## src/rtl/dga_pkg.sv

```systemverilog
// Shared constants and types for the diagonal gather address generator.
// No dependencies.
package dga_pkg;

    // index / address word
    localparam int IDX_W      = 48;
    // divider: quotient bits resolved per pipeline stage
    localparam int DIV_STEPS  = 8;
    localparam int DIV_STAGES = IDX_W / DIV_STEPS;

    // configuration register widths
    localparam int RANK_W   = 3;
    localparam int AXIS_W   = 4;
    localparam int OFFSET_W = 9;
    localparam int DIMS_W   = 48;

    // APB port
    localparam int PADDR_W = 6;
    localparam int PDATA_W = 64;

    // register index, taken from paddr[5:3]
    typedef enum logic [2:0] {
        REG_INPUT_RANK  = 3'd0,
        REG_AXIS_FIRST  = 3'd1,
        REG_AXIS_SECOND = 3'd2,
        REG_DIAG_OFFSET = 3'd3,
        REG_IN_DIMS     = 3'd4,
        REG_OUT_DIMS    = 3'd5
    } t_reg_idx;

endpackage

```

## src/rtl/dga_mac_stage.sv

```systemverilog
// One Horner step of the input address: acc * dim + coordinate.
// Depends on dga_pkg.
module dga_mac_stage import dga_pkg::*; #(
    parameter int MAX_RANK = 6,
    parameter int DIM_BITS = 8,
    parameter int VW       = 10,
    parameter int POS      = 0
) (
    input  logic                          i_clk,
    input  logic                          i_rst_n,
    input  logic                          i_valid,
    input  logic                          i_oor,
    input  logic [IDX_W-1:0]              i_acc,
    input  logic [MAX_RANK-1:0][VW-1:0]   i_vals,
    input  logic [DIM_BITS-1:0]           i_dim,
    output logic                          o_valid,
    output logic                          o_oor,
    output logic [IDX_W-1:0]              o_acc,
    output logic [MAX_RANK-1:0][VW-1:0]   o_vals
);

    logic                        r_valid;
    logic                        r_oor;
    logic [IDX_W-1:0]            r_acc, n_acc;
    logic [MAX_RANK-1:0][VW-1:0] r_vals;
    logic [IDX_W+DIM_BITS-1:0]   prod;

    // product wraps to the address width
    always_comb begin
        prod  = i_acc * i_dim;
        n_acc = prod[IDX_W-1:0] + IDX_W'(i_vals[POS]);
    end

    always_ff @(posedge i_clk) begin
        if (!i_rst_n) begin
            r_valid <= 1'b0;
        end else begin
            r_valid <= i_valid;
        end
    end

    always_ff @(posedge i_clk) begin
        r_oor  <= i_oor;
        r_acc  <= n_acc;
        r_vals <= i_vals;
    end

    assign o_valid = r_valid;
    assign o_oor   = r_oor;
    assign o_acc   = r_acc;
    assign o_vals  = r_vals;

endmodule

```

## config.mk

```make
export PLATFORM = sky130hd
export DESIGN_NAME = dga_mac_stage
export DESIGN_NICKNAME = d
export VERILOG_FILES = /design/src/rtl/dga_pkg.sv /design/src/rtl/dga_mac_stage.sv
export SDC_FILE = /design/constraint.sdc
export NUM_CORES = 1
export LEC_CHECK = 0
export ABC_AREA = 1
export BUFFER_PORTS_ARGS = -buffer_cell sky130_fd_sc_hd__buf_4
export CORE_MARGIN = 2
export CORE_UTILIZATION = 45
export DETAILED_ROUTE_END_ITERATION = 8
export GPL_ROUTABILITY_DRIVEN = 1
export MAX_ROUTING_LAYER = met4
export PLACE_DENSITY = 0.65
export SLEW_MARGIN = 15
export SYNTH_ARGS = -nofsm -noshare
export SYNTH_HDL_FRONTEND = slang
export SYNTH_SLANG_ARGS = --single-unit
```

## constraint.sdc

```tcl
create_clock -name i_clk -period 6.1 [get_ports i_clk]
set_input_delay 0.61 -clock i_clk [delete_from_list [all_inputs] [get_ports i_clk]]
set_output_delay 0.61 -clock i_clk [all_outputs]
set_load 0.01 [all_outputs]
```

Word-level counts from Yosys, hierarchy flattened
Index checks and enable logic that the tools add are counted.

word-level totals
  register bits after elaboration = 110
  input port bits = 120
  output and inout bits = 110
  logic and storage cells = 11

operators by class
  $add $sub $neg = 1
  $mul = 1

operators with widths
  cell            number
  $add 48x10->48  1
  $mul 48x8->48   1

Depth between registers and ports, before layout
  depth in word-level cells = 2
  gate-level depth with buffers = 26
  mapped depth without buffers = 24

Least setup slack after synthesis
OpenSTA, ideal clock, no wires.

  kind = in2reg
  start point = in i_dim[0]
  end point = reg r_acc[25], in the netlist o_acc[25]
  setup time = 120 ps
  arrival time = 4526 ps
  data required time = 5980 ps
  setup slack = 1454 ps
  stages on the path = 20
  buffers on the path = 2
  cells stage by stage = clkbuf_1 > clkbuf_1 > nand2_1 > fa_1 > inv_1 > fa_1 > fa_1 > inv_1 > fa_1 > inv_1 > ha_1 > nand2_1 > inv_1 > nand2_1 > nand2_1 > a21oi_1 > inv_1 > nand2_1 > nand3_1 > xor2_1

on the way
  longest elaborated chain between the ends = 2

RTL lines
  what                  line                 source
  from (decl)           dga_mac_stage.sv:15  input logic [DIM_BITS-1:0] i_dim,
  $mul 48x8->48         dga_mac_stage.sv:30  prod = i_acc * i_dim;
  $add 48x10->48        dga_mac_stage.sv:31  n_acc = prod[IDX_W-1:0] + IDX_W'(i_vals[POS]);
  via n_acc[25]         dga_mac_stage.sv:24  logic [IDX_W-1:0] r_acc, n_acc;
  to (signal assigned)  dga_mac_stage.sv:44  r_acc <= n_acc;
  to (decl)             dga_mac_stage.sv:24

The timed path passes the listed nets, and every way through them passes these cells.
A chain may end at the register's enable or synchronous reset.

Worst setup path in the final report
  start point = in i_dim[3]
  end point = reg r_acc[32], in the netlist o_acc[32]

The elaborated chain is that of the path after synthesis.

==> flow_summary.json <==
{
  "status": "completed",
  "critPathKind": "primary input to flip-flop",
  "postRouteAntennaNets": 0,
  "top_usage_layer": "met2",
  "syn_nets": 2768,
  "cpPeakStageDelay_ps": 510,
  "n_antenna_cell": 0,
  "rows": 68,
  "tightest_slew_ps": 654,
  "first_pass_iters": 5,
  "areaGrowthSynthToFinish_pct": 14.3,
  "slew_violations": 0,
  "die_area_sq_um": 37000,
  "initial_core_util": 0.460,
  "synth.distinct_cells": 33,
  "syn_area_sq_um": 16000,
  "post-route-drc-count": 0,
  "cts_setup_buffers": 0,
  "setup-tns-final_ps": 0,
  "final_cell_mix": "inv_1, nand2_1, fa_1",
  "synth_warnings": 0,
  "yosys-top-cells-area": "fa_1, inv_1, nand2_1, dfxtp_1, ha_1",
  "path_max_fanout": 46,
  "clockBufferDepth": 2,
  "worstPathArrival_ps": 5140,
  "routed_via_density": 4.59,
  "grt_use_met1": 0.293,
  "portBuffers": 229,
  "p_leak_nw": 11.8,
  "yosysSeqAreaShare": 0.138,
  "drive_gt1_frac": 0.112,
  "cts_tree": "done",
  "setup_viol": 0,
  "hold_class": "primary input to flip-flop",
  "antenna_found_initial": 0,
  "synth_area_leader_cell": "fa_1",
  "grt-ovfl-total": 0,
  "clock-root-buffer": "clkbuf_16",
  "hold_violations": 0,
  "worst_path_max_delay_cell": "fa_1",
  "drt_iter0_markers": 627,
  "grt_max_degree": 49,
  "synth_top_area_share": 0.327,
  "core_sq_um": 34700,
  "vdd_drop_max_mv": 0.344,
  "required_ps": 6340,
  "synth_area_per_cell_sq_um": 6.96,
  "layout_min_cycle_time_ps": 4910,
  "ctsHoldBuffers": 0,
  "start_kind": "primary input",
  "gp_congestion": 0.993,
  "fmax_ghz": 0.204,
  "ctsResizeCount": 0,
  "path_cells": "buf_4 > nand2_1 > inv_1 > fa_1 > fa_1 > fa_1 > inv_1 > fa_1 > inv_1 > ha_1 > a21oi_1 > o21ai_0 > a21boi_1 > nor2_1 > nor2_1 > nand2_1 > nand2_1 > nand2_1",
  "die_height_microns": 192,
  "cts_sinks": 110,
  "grt_pass1_vias": 14100,
  "stdcell_area_sq_um": 18200,
  "mostFrequentLayoutCell": "inv_1",
  "avgRoutedWirePerCell_microns": 14.4,
  "gr-usage-met2": 0.429,
  "cts-htree-levels": 3,
  "dpl.hpwl_microns": 35500,
  "cp-end-kind": "flip-flop",
  "cp-endpoint": "o_acc[32]$_DFF_P_",
  "maxCapViolCount": 0,
  "vias": 13400,
  "track_usage": 0.244,
  "grt_pass1_wl_microns": 68900,
  "p_per_area_nw_per_um2": 461,
  "grtUsageMet3": 0.0269,
  "relSlewSlack": 0.564,
  "min_period_over_period": 0.804,
  "cpLargestDelayFamily": "adder cells",
  "synth_seq_cells": 110,
  "ios": 230,
  "cp.depth": 18,
  "drt-total-wl_microns": 42000,
  "dpl_cell_area_sq_um": 17900,
  "nNetsFinal": 2926,
  "netlist_instances": 2293,
  "numCtsBuffers": 9,
  "clk_pin_slew_worst_paths_ps": 80,
  "crit_start": "i_dim[3]",
  "cp_num_buf_inv": 4,
  "rsz0062_at_grt": "no",
  "dieWidth_microns": 192
}
-- power by group --
part | internal [mW] | total, mW | switching [mW]
sequential | 0.972 | 1.06 | 0.0844
combinational | 2.35 | 6.75 | 4.39
clock | 0.292 | 0.595 | 0.303
-- cell usage after synthesis --
| cell | n |
|---|---|
| nor2_4 | 3 |
| nand3_1 | 54 |
| nor2_1 | 80 |
| nand4_1 | 12 |
| xnor2_1 | 6 |
| a21o_1 | 1 |
| clkbuf_1 | 66 |
| inv_2 | 3 |
| buf_2 | 6 |
| inv_1 | 794 |
| xor2_1 | 17 |
| a21oi_1 | 45 |
| a21oi_2 | 1 |
| fa_1 | 261 |
| nand2_2 | 5 |
| nand2_1 | 668 |
| o21bai_1 | 11 |
| nor2_2 | 8 |
| nand3_2 | 3 |
| nor3_2 | 1 |
| dfxtp_1 | 110 |
| nor3_1 | 6 |
| buf_1 | 10 |
| ha_1 | 94 |
| o211ai_2 | 1 |
| o21ai_2 | 3 |
| a21boi_1 | 3 |
| o21bai_2 | 1 |
| o21a_1 | 1 |
| a31oi_2 | 1 |
| and3_1 | 1 |
| o21ai_0 | 14 |
| o21ai_1 | 3 |
-- per-stage QoR --
stage	hold WS, ps	setup WS, ps	instances	util	total power [mW]
2_1_floorplan	638	1450	2293	-	5.63
3_3_place_gp	714	802	2895	0.517	7.78
3_5_place_dp	716	851	2895	0.517	7.81
4_1_cts	330	1210	2911	0.525	8.45
5_1_grt	330	906	2911	0.525	9.38
6_report	346	1190	2911	0.525	8.40
-- final cells by class --
| class | count | area (sq um) |
|---|---|---|
| well taps | 455 | 569 |
| repair buffers | 229 | 1720 |
| multi-input cells | 1304 | 10400 |
| inverters | 797 | 2990 |
| flip-flops and latches | 110 | 2200 |
| fillers | 3527 | 16500 |
| clock buffers | 9 | 225 |
| clock inverters | 7 | 77.6 |
-- cells by family (layout without fill, tap and decap cells) --
logic type                 count (synthesis)  in the layout  share of synthesized area
buffers and inverters                    879           1042                      0.207
and+or+nand+nor                          841            841                      0.210
adders and majority gates                355            355                      0.401
DFF                                      110            110                      0.138
AOI/OAI and AO/OA                         85             85                     0.0314
xor gates and xnor gates                  23             23                     0.0126
-- state kept, by name (all words and copies together) (netlist names) --
| register | flops |
|---|---|
| o_acc | 48 |
| o_oor | 1 |
| o_valid | 1 |
| o_vals | 60 |
-- worst min-delay path by stage --
stage,endpoint,start,cells after the start
3_3_place_gp,o_vals[35]$_DFF_P_,i_vals[35],1
5_1_grt,o_vals[19]$_DFF_P_,i_vals[19],1
4_1_cts,o_vals[56]$_DFF_P_,i_vals[56],1
2_1_floorplan,o_oor$_DFF_P_,i_oor,0
6_report,o_vals[19]$_DFF_P_,i_vals[19],1
3_5_place_dp,o_vals[57]$_DFF_P_,i_vals[57],1
-- per-layer routing --
metal  vias to the layer above  part of all wire  wire, microns
met2                       382              0.50          21000
li1                       6618                 -              -
met5                         -                 0              0
met4                         0             0.032           1330
met3                        68             0.058           2450
met1                      6302              0.41          17200
Note: power is estimated with default switching activity, not from simulation.
