`src/rtl/dga_pkg.sv`:
```
// Shared constants and types for the diagonal gather address generator.
// No dependencies.
package dga_pkg;

    // index / address word
    localparam int IDX_W      = 48;
    // divider: quotient bits resolved per pipeline stage
    localparam int DIV_STEPS  = 8;
    localparam int DIV_STAGES = IDX_W / DIV_STEPS;

    // configuration register widths
    localparam int RANK_W   = 3;
    localparam int AXIS_W   = 4;
    localparam int OFFSET_W = 9;
    localparam int DIMS_W   = 48;

    // APB port
    localparam int PADDR_W = 6;
    localparam int PDATA_W = 64;

    // register index, taken from paddr[5:3]
    typedef enum logic [2:0] {
        REG_INPUT_RANK  = 3'd0,
        REG_AXIS_FIRST  = 3'd1,
        REG_AXIS_SECOND = 3'd2,
        REG_DIAG_OFFSET = 3'd3,
        REG_IN_DIMS     = 3'd4,
        REG_OUT_DIMS    = 3'd5
    } t_reg_idx;

endpackage

```
`src/rtl/dga_div_stage.sv`:
```
// One stage of the pipelined mixed-radix divider: DIV_STEPS restoring steps.
// Depends on dga_pkg.
module dga_div_stage import dga_pkg::*; #(
    parameter int DIM_BITS = 8,
    parameter int NC       = 5,
    parameter int UNIT     = 0,
    parameter bit CLEAR    = 1'b0,
    parameter bit LAST     = 1'b0
) (
    input  logic                         i_clk,
    input  logic                         i_rst_n,
    input  logic                         i_valid,
    input  logic [IDX_W-1:0]             i_quot,
    input  logic [DIM_BITS-1:0]          i_rem,
    input  logic [NC-1:0][DIM_BITS-1:0]  i_coords,
    input  logic [DIM_BITS-1:0]          i_divisor,
    output logic                         o_valid,
    output logic [IDX_W-1:0]             o_quot,
    output logic [DIM_BITS-1:0]          o_rem,
    output logic [NC-1:0][DIM_BITS-1:0]  o_coords
);

    logic                        r_valid;
    logic [IDX_W-1:0]            r_quot,   n_quot;
    logic [DIM_BITS-1:0]         r_rem,    n_rem;
    logic [NC-1:0][DIM_BITS-1:0] r_coords, n_coords;
    logic [DIM_BITS:0]           rx;

    // shift-subtract steps; remainder stays below the divisor
    always_comb begin
        n_rem  = CLEAR ? '0 : i_rem;
        n_quot = i_quot;
        rx     = '0;
        for (int k = 0; k < DIV_STEPS; k++) begin
            rx     = {n_rem, n_quot[IDX_W-1]};
            n_quot = {n_quot[IDX_W-2:0], 1'b0};
            if (rx >= {1'b0, i_divisor}) begin
                rx        = rx - {1'b0, i_divisor};
                n_quot[0] = 1'b1;
            end
            n_rem = rx[DIM_BITS-1:0];
        end
        n_coords = i_coords;
        if (LAST) begin
            n_coords[UNIT] = n_rem;
        end
    end

    always_ff @(posedge i_clk) begin
        if (!i_rst_n) begin
            r_valid <= 1'b0;
        end else begin
            r_valid <= i_valid;
        end
    end

    always_ff @(posedge i_clk) begin
        r_quot   <= n_quot;
        r_rem    <= n_rem;
        r_coords <= n_coords;
    end

    assign o_valid  = r_valid;
    assign o_quot   = r_quot;
    assign o_rem    = r_rem;
    assign o_coords = r_coords;

endmodule

```
`config.mk`:
```
export PLATFORM = sky130hd
export DESIGN_NAME = dga_div_stage
export DESIGN_NICKNAME = d
export VERILOG_FILES = /design/src/rtl/dga_pkg.sv /design/src/rtl/dga_div_stage.sv
export SDC_FILE = /design/constraint.sdc
export NUM_CORES = 1
export LEC_CHECK = 0
export ABC_CLOCK_PERIOD_IN_PS = 21600
export BUFFER_PORTS_ARGS = -buffer_cell sky130_fd_sc_hd__clkbuf_2
export CORE_ASPECT_RATIO = 0.9
export CORE_MARGIN = 5
export CORE_UTILIZATION = 35
export CTS_BUF_LIST = sky130_fd_sc_hd__clkbuf_16
export DETAILED_ROUTE_END_ITERATION = 8
export PLACE_DENSITY_LB_ADDON = 0.3
export REMOVE_ABC_BUFFERS = 1
export SLEW_MARGIN = 20
export SYNTH_ARGS = -nofsm -noshare
export SYNTH_HDL_FRONTEND = slang
export SYNTH_SLANG_ARGS = --single-unit
```
`constraint.sdc`:
```
create_clock -name i_clk -period 21.6 [get_ports i_clk]
set_input_delay 1.08 -clock i_clk [delete_from_list [all_inputs] [get_ports i_clk]]
set_output_delay 1.08 -clock i_clk [all_outputs]
set_load 0.01 [all_outputs]
```
Yosys cells after proc, flatten, opt, wreduce, memory -nomap -nowiden
Cells that the tools add are included.
Storage, ports and cells
  logic and storage cells: 40
  flip-flop bits (word level): 97
Operators by class
  muxes and demuxes: 16
  add/subtract/negate cells: 8
  magnitude comparators: 8
Operators by type and width (number)
  >= comparator 9 x 8 -> 1 bit: 8
  two-way mux 8 bit: 8
  subtractor 8 bit: 8
  two-way mux 1 bit: 8

Logic depth before layout (Yosys ltp)
  word-level depth: 16
  gate-level depth with buffers: 94

Least setup slack after synthesis
No wires, ideal clock.
  path type: in2reg
  from: input port i_divisor[1]
  to: register r_rem[1], in the netlist o_rem[1]
  stages on the path: 90
  buffers on the path: 6
  library setup time: 121 ps
  arrival: 16649 ps
  setup slack: 4830 ps
  data required time: 21479 ps
  path through: inv_1 ha_1 nand2b_1 a21oi_2 o221ai_2 and3_1 buf_6 inv_4 o21ai_0 inv_1 ha_1 nor2b_1 o21ai_1 a31oi_1 a221o_1 a211o_1 buf_6 o21ai_0 (+54 left out) o21bai_1 a21oi_1 nor2b_1 a22oi_4 mux2i_1 ha_1 a21oi_1 o21ai_0 and2_1 o21ai_0 nand2b_1 a21o_1 a21oi_1 o21ai_0 a21o_1 a211o_1 buf_6 mux2_4
Between the ends
  longest elaborated chain between the ends: 16
  elaborated cells between the ends (all ways): 24
  classes of those cells: add/sub (8); order compare (8); mux (8)
RTL lines
  start: declaration: line dga_div_stage.sv:16  | input logic [DIM_BITS-1:0] i_divisor,
  subtractor 8 bit or >= comparator 9 x 8 -> 1 bit (tied branches): line dga_div_stage.sv:38, dga_div_stage.sv:37
  two-way mux 8 bit: line dga_div_stage.sv:37  | if (rx >= {1'b0, i_divisor}) begin
  subtractor 8 bit or >= comparator 9 x 8 -> 1 bit (tied branches): line dga_div_stage.sv:38, dga_div_stage.sv:37
  two-way mux 8 bit: line dga_div_stage.sv:37
  subtractor 8 bit or >= comparator 9 x 8 -> 1 bit (tied branches): line dga_div_stage.sv:38, dga_div_stage.sv:37
  two-way mux 8 bit: line dga_div_stage.sv:37
  subtractor 8 bit or >= comparator 9 x 8 -> 1 bit (tied branches): line dga_div_stage.sv:38, dga_div_stage.sv:37
  two-way mux 8 bit: line dga_div_stage.sv:37
  subtractor 8 bit or >= comparator 9 x 8 -> 1 bit (tied branches): line dga_div_stage.sv:38, dga_div_stage.sv:37
  two-way mux 8 bit: line dga_div_stage.sv:37
  subtractor 8 bit or >= comparator 9 x 8 -> 1 bit (tied branches): line dga_div_stage.sv:38, dga_div_stage.sv:37
  two-way mux 8 bit: line dga_div_stage.sv:37
  subtractor 8 bit or >= comparator 9 x 8 -> 1 bit (tied branches): line dga_div_stage.sv:38, dga_div_stage.sv:37
  two-way mux 8 bit: line dga_div_stage.sv:37
  >= comparator 9 x 8 -> 1 bit or subtractor 8 bit (tied branches): line dga_div_stage.sv:37, dga_div_stage.sv:38
  two-way mux 8 bit (*): line dga_div_stage.sv:37
  named net rx[1]: line dga_div_stage.sv:27  | logic [DIM_BITS:0] rx;
  end signal: assignment: line dga_div_stage.sv:59  | r_rem <= n_rem;
  end: declaration: line dga_div_stage.sv:25  | logic [DIM_BITS-1:0] r_rem, n_rem;
The timed path passes the listed nets; every way through them passes the cells marked *.
A chain may end at the register's enable or synchronous reset.

Worst setup path after layout
  from: input port i_divisor[1]
  to: register r_rem[2], in the netlist o_rem[2]
Same word-level chain as after synthesis.

==> impl_metrics.env <==
export IMPL_status="finished clean"
export IMPL_tightestPinTransition_ns=0.576
export IMPL_avgRoutedWirePerCell_um=15.5
export IMPL_max_freq_ghz=0.0533
export IMPL_ctsHoldBuffers=0
export IMPL_via_per_inst=4.83
export IMPL_ys_ff_latch=97
export IMPL_critPathMaxStageDelay_ns=0.54
export IMPL_synth_top_family_by_area="compound AO/OA/AOI/OAI gates"
export IMPL_numPortBuffers=203
export IMPL_synth_edf_count=0
export IMPL_ys_seq_area_share_pct=35.2
export IMPL_antenna_found_initial=0
export IMPL_synth_top_area_cell="dfxtp_1"
export IMPL_path_clk_slew_ns=0.08
export IMPL_hold_viol=0
export IMPL_ant_nets=0
export IMPL_start_kind="primary input"
export IMPL_tns_ns=0
export IMPL_cts_tree="yes"
export IMPL_cts_setup_buffers=0
export IMPL_relSlewSlack_pct=61.2
export IMPL_drt_iter0_markers=187
export IMPL_synth_top_area_share_pct=35.2
export IMPL_pin_count=204
export IMPL_grt_overflow_total=0
export IMPL_cts_made_buffers=9
export IMPL_grt_pass1_vias=4490
export IMPL_die_h_um=129
export IMPL_async_reset_ff_share_pct=0
export IMPL_worstPathMaxFanout=13
export IMPL_htree_num_levels=3
export IMPL_required_ns=21.83
export IMPL_area_growth_pct=27.0
export IMPL_avgSynthCellArea_sq_um=9.89
export IMPL_yosys_area_share_simple_pct=11.1
export IMPL_clockBufferDepth=2
export IMPL_drc=0
export IMPL_globalplace_congestion=0.869
export IMPL_cts_resized=0
export IMPL_num_rows=43
export IMPL_muxShareOfSynthArea_pct=7.93
export IMPL_crit_type="in2reg"
export IMPL_synth_xor_area_share_pct=6.03
export IMPL_mostFrequentLayoutCell="clkbuf_2"
export IMPL_synth_fa_ha_area_share_pct=17.4
export IMPL_dieArea_sq_um=18400
export IMPL_die_x_um=142
export IMPL_synth_warnings=0
export IMPL_diodes=0
export IMPL_root_buffer="clkbuf_16"
export IMPL_grt_pass1_wl_um=23000
export IMPL_grtUsageTotal_pct=15.9
export IMPL_drt_pass1_iterations=5
export IMPL_vias=4699
export IMPL_synth_cell_types=60
export IMPL_final_nets=944
export IMPL_slew_violations=0
export IMPL_synth_top_cells_by_area="dfxtp_1, ha_1, xnor2_1"
export IMPL_synthesis_area_sq_um=5520
export IMPL_final_cell_mix="clkbuf_2, dfxtp_1, ha_1"
export IMPL_postSynthCellCount=558
export IMPL_critPathArrivalTime_ns=18.98
export IMPL_hold_class="in2reg"
export IMPL_rsz0062_at_grt="no"
export IMPL_ys_flop_type="dfxtp_1"
export IMPL_period_needed_ns=18.75
export IMPL_clock_sinks=97
export IMPL_setup_viol=0
export IMPL_core_area_sq_um=15400
export IMPL_layout_drive_gt1_share_pct=33.5
export IMPL_crit_path_end_kind="flop"
export IMPL_cp_slowest_cell="o21ai_0"
export IMPL_routed_wirelength_um=15000
export IMPL_fin_crit_sh_pct=86.8
export IMPL_hpwl_um=12500
export IMPL_fin_util_pct=45.4
export IMPL_start_util_pct=35.7
export IMPL_crit_top_cell="o21ai_0"
export IMPL_synth_compound_area_share_pct=17.7
export IMPL_cap_violations=0
export IMPL_grt_max_degree=19
==> registers in the layout, summed over array words and instances (netlist names) <==
name,cells
o_quot,48
o_coords,40
o_rem,8
o_valid,1
==> metal layers <==
metal	vias up	global-route usage (%)	part of all wire [%]
li1	2385	-	-
met1	2105	21.4	44
met2	183	24.7	45
met3	26	3.76	8.8
met4	0	6.09	2.5
met5	-	0	0
==> Yosys cell counts (7+ instances only) <==
cell       n
nand2_1   26
nand2b_1  14
ha_1      64
mux2_2    12
mux2i_1   10
a21oi_1   28
inv_1     48
xor2_1     9
xnor2_1   29
nor2_1    34
nand4_1    7
fa_1       8
nor2b_1   12
dfxtp_1   97
o21ai_0   35
mux2_4    12
a21o_1    17
==> worst max-delay path: cells and delay by family <==
family / cells / cell delay (ns)
buffers and inverters: 10 / 1.35
AO/OA/AOI/OAI: 46 / 10.08
multiplexers: 4 / 1.38
AND/OR/NAND/NOR: 16 / 2.63
adder cells (fa/ha/maj): 8 / 2.39
==> layout make-up <==
class	instances	area (sq um)
clock buffer	9	225
clock inverter	7	62.6
fill	1509	8430
inverter	51	196
multi-input combinational	403	3320
sequential	97	1940
tap	202	253
timing repair buffer	203	1020
==> worst paths after layout <==
check	to	startpoint	cells past startpoint
setup / recovery	o_rem[2]$_DFF_P_	i_divisor[1]	84
hold / removal	o_coords[19]$_DFF_P_	i_coords[19]	1
==> logic make-up (layout without fill, tap and decap cells) <==
family          after synthesis  after routing
compound gates              136            136
simple gates                122            122
flops                        97             97
fa+ha+maj                    72             72
buf+inv                      58            270
xor+xnor                     38             38
mux                          35             35
==> metrics by stage <==
| stage | hold WS [ns] | setup WS [ns] | instance area, sq um | instances |
|---|---|---|---|---|
| global route | 0.811 | 1.02 | 7010 | 972 |
| CTS | 0.808 | 3.03 | 7010 | 972 |
| floorplan | 1.11 | 4.89 | 5460 | 551 |
| finish | 0.828 | 2.85 | 7010 | 972 |
| global placement | 1.18 | 3.12 | 6720 | 956 |
| detailed placement | 1.18 | 2.71 | 6720 | 956 |
Power is left out: the tool's default activity adds up to more than one toggle a clock period on the data nets, which glitch-free logic cannot reach.
