## src/rtl/dga_pkg.sv

```systemverilog
// Shared constants and types for the diagonal gather address generator.
// No dependencies.
package dga_pkg;

    // index / address word
    localparam int IDX_W      = 48;
    // divider: quotient bits resolved per pipeline stage
    localparam int DIV_STEPS  = 8;
    localparam int DIV_STAGES = IDX_W / DIV_STEPS;

    // configuration register widths
    localparam int RANK_W   = 3;
    localparam int AXIS_W   = 4;
    localparam int OFFSET_W = 9;
    localparam int DIMS_W   = 48;

    // APB port
    localparam int PADDR_W = 6;
    localparam int PDATA_W = 64;

    // register index, taken from paddr[5:3]
    typedef enum logic [2:0] {
        REG_INPUT_RANK  = 3'd0,
        REG_AXIS_FIRST  = 3'd1,
        REG_AXIS_SECOND = 3'd2,
        REG_DIAG_OFFSET = 3'd3,
        REG_IN_DIMS     = 3'd4,
        REG_OUT_DIMS    = 3'd5
    } t_reg_idx;

endpackage

```

## src/rtl/dga_insert.sv

```systemverilog
// Diagonal insertion stage: axis normalization, offset, coordinate placement.
// Depends on dga_pkg.
module dga_insert import dga_pkg::*; #(
    parameter int MAX_RANK = 6,
    parameter int DIM_BITS = 8,
    parameter int NC       = 5,
    parameter int RW       = 3,
    parameter int VW       = 10
) (
    input  logic                          i_clk,
    input  logic                          i_rst_n,
    input  logic                          i_valid,
    input  logic [IDX_W-1:0]              i_quot,
    input  logic [NC-1:0][DIM_BITS-1:0]   i_coords,
    input  logic [RW-1:0]                 i_rank,
    input  logic [AXIS_W-1:0]             i_axis_first,
    input  logic [AXIS_W-1:0]             i_axis_second,
    input  logic [OFFSET_W-1:0]           i_offset,
    input  logic                          i_cfg_zero,
    output logic                          o_valid,
    output logic                          o_oor,
    output logic [MAX_RANK-1:0][VW-1:0]   o_vals
);

    logic                        r_valid;
    logic                        r_oor,  n_oor;
    logic [MAX_RANK-1:0][VW-1:0] r_vals, n_vals;

    logic [VW-1:0] l0 [MAX_RANK];
    logic [VW-1:0] l1 [MAX_RANK];
    logic [VW-1:0] l2 [MAX_RANK];
    logic [VW-1:0] t, tm, va, vb;
    int rk, ord, a1, a2, lo, hi, p1, p2, sh, off, mag;

    function automatic int norm_axis(input logic [AXIS_W-1:0] ax, input int rank);
        int a;
        a = int'(signed'(ax));
        if (a < 0) a = a + rank;
        if (a < 0) a = 0;
        if (a > rank - 1) a = rank - 1;
        return a;
    endfunction

    always_comb begin
        rk  = int'(i_rank);
        ord = rk - 1;
        a1  = norm_axis(i_axis_first, rk);
        a2  = norm_axis(i_axis_second, rk);
        lo  = (a1 < a2) ? a1 : a2;
        hi  = (a1 < a2) ? a2 : a1;

        // diagonal position and its offset copy
        off = int'(signed'(i_offset));
        mag = (off < 0) ? -off : off;
        t   = VW'(i_coords[0]);
        tm  = t + VW'(mag);
        va  = t;
        vb  = t;
        if (off > 0) begin
            if (a1 < a2) vb = tm;
            else         va = tm;
        end else if (off < 0) begin
            if (a1 < a2) va = tm;
            else         vb = tm;
        end

        // leading output coordinates (divider order is reversed)
        for (int i = 0; i < MAX_RANK; i++) begin
            l0[i] = '0;
            if (i < ord - 1) l0[i] = VW'(i_coords[ord - 1 - i]);
        end

        // first insertion, clamped to append
        p1 = (lo > ord - 1) ? ord - 1 : lo;
        for (int i = 0; i < MAX_RANK; i++) begin
            if (i < p1)       l1[i] = l0[i];
            else if (i == p1) l1[i] = va;
            else              l1[i] = l0[i - 1];
        end

        // second insertion
        p2 = (hi > ord) ? ord : hi;
        for (int i = 0; i < MAX_RANK; i++) begin
            if (i < p2)       l2[i] = l1[i];
            else if (i == p2) l2[i] = vb;
            else              l2[i] = l1[i - 1];
        end

        // right-align so the last coordinate sits at the last position
        sh = MAX_RANK - rk;
        for (int p = 0; p < MAX_RANK; p++) begin
            n_vals[p] = '0;
            if (p >= sh) n_vals[p] = l2[p - sh];
        end

        // out of range: quotient left over, or a zero output dimension
        n_oor = (i_quot != '0) || i_cfg_zero;
        if (n_oor) n_vals = '0;
    end

    always_ff @(posedge i_clk) begin
        if (!i_rst_n) begin
            r_valid <= 1'b0;
        end else begin
            r_valid <= i_valid;
        end
    end

    always_ff @(posedge i_clk) begin
        r_oor  <= n_oor;
        r_vals <= n_vals;
    end

    assign o_valid = r_valid;
    assign o_oor   = r_oor;
    assign o_vals  = r_vals;

endmodule

```

## config.mk

```make
export PLATFORM = sky130hd
export DESIGN_NAME = dga_insert
export DESIGN_NICKNAME = d
export VERILOG_FILES = /design/src/rtl/dga_pkg.sv /design/src/rtl/dga_insert.sv
export SDC_FILE = /design/constraint.sdc
export NUM_CORES = 1
export LEC_CHECK = 0
export BUFFER_PORTS_ARGS = -buffer_cell sky130_fd_sc_hd__buf_4
export CAP_MARGIN = 40
export CELL_PAD_IN_SITES_DETAIL_PLACEMENT = 1
export CELL_PAD_IN_SITES_GLOBAL_PLACEMENT = 2
export CORE_MARGIN = 4
export CORE_UTILIZATION = 36
export DETAILED_ROUTE_END_ITERATION = 10
export PLACE_DENSITY_LB_ADDON = 0.1
export SLEW_MARGIN = 0
export SYNTH_ARGS = -nofsm -noshare
export SYNTH_HDL_FRONTEND = slang
export SYNTH_SLANG_ARGS = --single-unit
```

## constraint.sdc

```tcl
create_clock -name i_clk -period 19.35 [get_ports i_clk]
set_input_delay 1.935 -clock i_clk [delete_from_list [all_inputs] [get_ports i_clk]]
set_output_delay 1.935 -clock i_clk [all_outputs]
set_load 0.02 [all_outputs]
```

Word level (Yosys, flattened, before mapping) --
Index checks and enable logic that the tools add are counted. W data, S select, Z words.
Operators by class: add/sub/neg operators 18, magnitude comparators 47, equal/unequal tests 10, multiplexer cells 83, bitwise operators 12, reduce and logical (&&, ||, !) cells 10
Operators with widths (count):
- $mux W10 | 43
- $mux W32 | 10
- $ge A32 B4 Y1 const B | 6
- $lt A3 B32 Y1 const A | 6
- $lt A32 B5 Y1 const B | 6
- $lt A4 B32 Y1 const A | 6
- $not A32 Y32 | 6
- $bmux W10 S3 | 6
- $bmux W8 S3 | 6
- $mux W8 | 18
- $eq A3 B32 Y1 const A | 4
- $eq A4 B32 Y1 const A | 4
- $gt A32 B4 Y1 | 3
- $lt A1 B32 Y1 const A | 3
- $lt A2 B32 Y1 const A | 3
- $eq A2 B32 Y1 const A | 2
- $logic_not A32 Y1 | 2
- $lt A32 B1 Y1 const B | 2
- $sub A32 B3 Y32 const B | 2
- $sub A32 B4 Y32 const B | 2
- $reduce_bool A48 Y1 | 1
- $gt A32 B32 Y1 | 1
- $lt A32 B32 Y1 | 1
- $sub A32 B2 Y32 const B | 1
- other kinds (20) | 36
Word-level totals: flip-flop bits (word level) 62, bits of input ports 112, word-level logic and storage cells 188

Depth between registers and ports, before layout --
depth in word-level cells 18, gate-level depth with buffers 43, depth with buffers taken out 32

Worst setup path before layout --
Ideal clock, no wire load.
kind in2reg, from in i_rank[0], to reg r_vals, in the netlist o_vals[50], setup time 78 ps, data arrival time 10715 ps, data required time 19272 ps, setup slack 8557 ps, stages 37, buffers on the path 10, path through buf_2 inv_1 buf_2 buf_1 clkbuf_1 buf_1 clkbuf_1 ha_1 xor2_1 inv_2 clkbuf_1 ha_1 nand2_1 o21bai_1 a31oi_2 mux2i_1 inv_1 ha_1 or2_2 a21oi_1 a21oi_4 mux2i_1 ha_1 a2111oi_2 a22oi_2 and2_1 clkbuf_2 a2111oi_1 or3_1 buf_4 and3_4 and2_1 buf_4 mux2i_1 a211oi_1 mux4_2 o22ai_1
On the way: word-level cells in the longest chain between the ends 18, elaborated cells between the ends (all ways) 117, those cells by class 11 x add/sub; 26 x order compare; 10 x eq/ne; 67 x mux; 2 x bitwise; 1 x reduce/logical
RTL lines:
- start, declared | RTL line dga_insert.sv:15 | input logic [RW-1:0] i_rank,
- parallel branches: the longest is 18 deep, another holds $lt A32 B1 Y1
- end signal, assigned | RTL line dga_insert.sv:111 | r_vals <= n_vals;
- end, declared | RTL line dga_insert.sv:27 | logic [MAX_RANK-1:0][VW-1:0] r_vals, n_vals;
Several ways; the timed one is not identified. The select of a mux whose other input is x is not followed. A chain may end at the register's enable or synchronous reset.

Final worst setup path --
from in i_rank[0], to reg r_vals, in the netlist o_vals[1]
The elaborated chain is that of the path after synthesis.

==> summary.txt <==
Global route
  – Vias in the first global route: 12600
  – Pin count of the biggest net entering global routing: 67
  – Total GRT Usage: 29.7%
  – Total gr overflow: 0
  – First-pass GRT wire length: slightly below 80 mm
  – Initial antenna violation count: 0

Layout
  – Antenna fix cells: 0
  – Fillcell total: approximately 3800
  – Area of the multi-input gates: 9040 um2
  – Nets@finish: between 1500 and 2000
  – Area Growth Syn to Fin: 17.4%
  – Register Area: roughly 1200 um2
  – Layout cells sized above 1: 20.0%

Yosys
  – Synth Flop Type: dfxtp_1
  – Post-synth EDFFs: 0
  – Post-Syn Area per Cell: just over 7 um2
  – Post-synthesis cell count: roughly 1500
  – Library cells used by synthesis: 109
  – Post-synthesis async set-or-reset flop share: 0%
  – Seq/Total Area, Yosys: a little under an eighth
  – Seq cells post-synth: 62
  – Yosys warning count: 0
  – Post-Syn Area: between 10000 and 15000 um2
  – Post-synthesis net count: between 1500 and 2000

Pwr
  – Leakage: 0.00523 uW
  – PwrDens: approximately 140 nW/um2
  – VDD IR max: approximately 0.000054 V

Clock network
  – CTS HTree Levels: 3
  – Cts repair resizes: 0
  – Clk slew on worst S/H paths: around 0.050 ns
  – Clock buffer depth: 2
  – Root Driver: clkbuf_16
  – Num CTS Buffers: 9
  – Clk sinks: 62
  – CTS tree: yes
  – # Post-CTS Setup Buffers: 0
  – Cts hold-fix bufs: 0

STA
  – Setup TNS: 0 ns
  – Fin. Hold Viols: 0
  – Final period util: 66.4%
  – Worst relative slew slack: 28.9%
  – Crit path time final: roughly 13 ns
  – Setup slack after layout: 6.49 ns
  – Finish-stage setup viols: 0
  – Hold WS: between 1.5 and 2 ns
  – Fmax: just under 0.08 GHz
  – Worst slew pin tran: around 1.1 ns
  – RSZ-0062 raised after global routing: no
  – Fin. max-slew vios: 0

Placement
  – GPL Wtd Cong: roughly 0.97
  – Setup Slack @ Placement: around 6.2 ns
  – DP HPWL: 41.7 mm
  – IO Port Bufs: ~170

Floorplanning
  – Initial Utilization: between 30% and 40%
  – Num rows: 63
  – Chip Height: roughly 180 um
  – Core area: a little under 30000 um2
  – # IOs: 174
  – Die width: ~180 um
  – Die area: approximately 33000 um2

Critical path
  – Worst EP required: between 15 and 20 ns
  – CP startpoint kind: primary input
  – Worst path arrival time: 13.10 ns
  – Crit-path max FO: 58
  – Crit Path Category: in -> reg
  – CP endpoint kind: flip-flop

Route
  – Drt first pass iters: 5
  – Post-route DRC: 0
  – Wire length per cell: roughly 25 um
  – Final ANT Viol Nets: 0
  – Via count: between 10000 and 15000
  – Vias per inst: 6.39
  – Initial DRC count: approximately 1100
  – Routed WL: 51.5 mm

Status
  – Status: completed

Flow run
  – Max Cap Viol: 0

Worst hold path
  – Worst Hold Class: in -> reg
-- cells in the final DEF, fill, tap and decap left out, types with 16 or more instances in the layout --
master / Yosys / routed
nand2_1: 207 / 207
buf_4: 4 / 196
nor2_1: 109 / 109
mux2i_1: 110 / 109
a21oi_1: 107 / 107
o21ai_0: 94 / 93
nand3_1: 74 / 74
dfxtp_1: 62 / 62
ha_1: 52 / 51
inv_1: 42 / 41
o211ai_1: 32 / 32
mux2_2: 32 / 32
a31oi_1: 31 / 31
nor3_1: 29 / 29
o22ai_1: 29 / 29
a211oi_1: 26 / 26
and2_1: 19 / 19
a22oi_1: 19 / 19
nor2b_1: 17 / 17
o31ai_1: 16 / 16
a221oi_1: 16 / 16
-- final cells by class --
type                            instances  area share (%)
Clock inverter                          5           0.452
Clock buffer                           11            1.99
Tap cell                              390            3.83
Inverter                               46            1.37
Timing Repair Buffer                  198            11.6
Multi-Input combinational cell       1316            71.0
Sequential cell                        62            9.75
-- logic make-up after synthesis --
logic type                 Yosys count  share of synthesized area [%]
and+or+nand+nor                    548                           24.1
AOI/OAI and AO/OA                  545                           36.1
muxes                              149                           14.8
buffers and inverters              142                           5.44
DFF                                 62                           11.4
adders and majority gates           55                           6.55
xor gates and xnor gates            19                           1.53
-- final timing paths --
check,depth (start not counted),from,endpoint,slack (ns)
worst max-delay path,28,i_rank[0],o_vals[1],6.49
worst min-delay path,2,i_valid,o_valid,1.81
-- where the power goes --
part           internal, uW  total (uW)  switching, uW
Clock                   106         163           57.2
Sequential              128         128          0.161
Combinational           474        1500           1030
Total                   708        1790           1080
-- sequential cells by signal (all words and copies together), names as in the netlist --
signal and count:
o_valid 1, o_oor 1, o_vals 60
-- critical path, cell delays in order --
cell	delay (ns)
buf_4	0.48
clkinv_2	0.71
ha_4	0.91
buf_4	0.67
ha_1	0.37
nor2b_1	0.15
o2111ai_2	0.25
nand3_1	0.20
mux2i_1	0.53
inv_2	0.13
ha_1	0.37
or2_2	0.30
a21oi_1	0.69
a21oi_4	0.26
mux2i_1	0.53
ha_1	0.26
o211ai_1	0.12
a22oi_2	0.31
and2_1	0.48
a2111oi_1	0.15
or3_1	0.61
nor3_2	0.31
nand2b_1	0.74
nor2_1	0.24
a211oi_1	0.85
a32oi_1	0.15
nand2b_1	0.20
a21oi_1	0.13
-- synthesized netlist by cell type (6+ instances only) --
master	instances	area (um2)
buf_2	21	105
nand2b_1	10	62.6
nor4_1	14	87.6
o21ai_1	10	50.1
mux2i_1	110	1100
o32ai_1	7	61.3
o21ai_0	94	470
a221oi_1	16	140
inv_1	42	158
clkbuf_1	51	191
nor2b_1	17	106
a21oi_1	107	536
nand4_1	14	87.6
nand2_1	207	777
o22ai_1	29	181
xnor2_1	15	131
and2_1	19	119
o211ai_1	32	240
a21o_1	12	90.1
o2bb2ai_1	6	52.6
dfxtp_1	62	1240
nor3_1	29	145
nor2_1	109	409
nand3_1	74	370
or2_2	6	37.5
a211oi_1	26	195
buf_1	17	63.8
ha_1	52	651
a22oi_1	19	143
a211o_1	8	70.1
mux2_2	32	360
a32oi_1	6	52.6
o31ai_1	16	120
o21a_1	11	82.6
mux4_2	6	135
o22a_1	9	78.8
or3_1	9	56.3
a31oi_1	31	194
o221ai_1	14	123
and3_1	12	75.1
-- stage by stage --
stage | instances | utilization [%] | instance area (um2) | power (uW)
6_report | 2028 | 42.8 | 12700 | 1790
5_1_grt | 2028 | 42.8 | 12700 | 1900
4_1_cts | 2028 | 42.8 | 12700 | 1750
3_5_place_dp | 2012 | 41.8 | 12400 | 1580
3_3_place_gp | 2009 | 41.7 | 12400 | 1560
2_1_floorplan | 1520 | - | 10800 | 1140
-- layer usage --
metal	up-vias	global-route usage, %	share of wire, %
li1	6040	-	-
met5	-	0	0
met4	0	9.94	3.7
met2	521	48.3	45
met1	6299	41.0	46
met3	108	3.04	5.7
(Power assumes the default switching activity.)
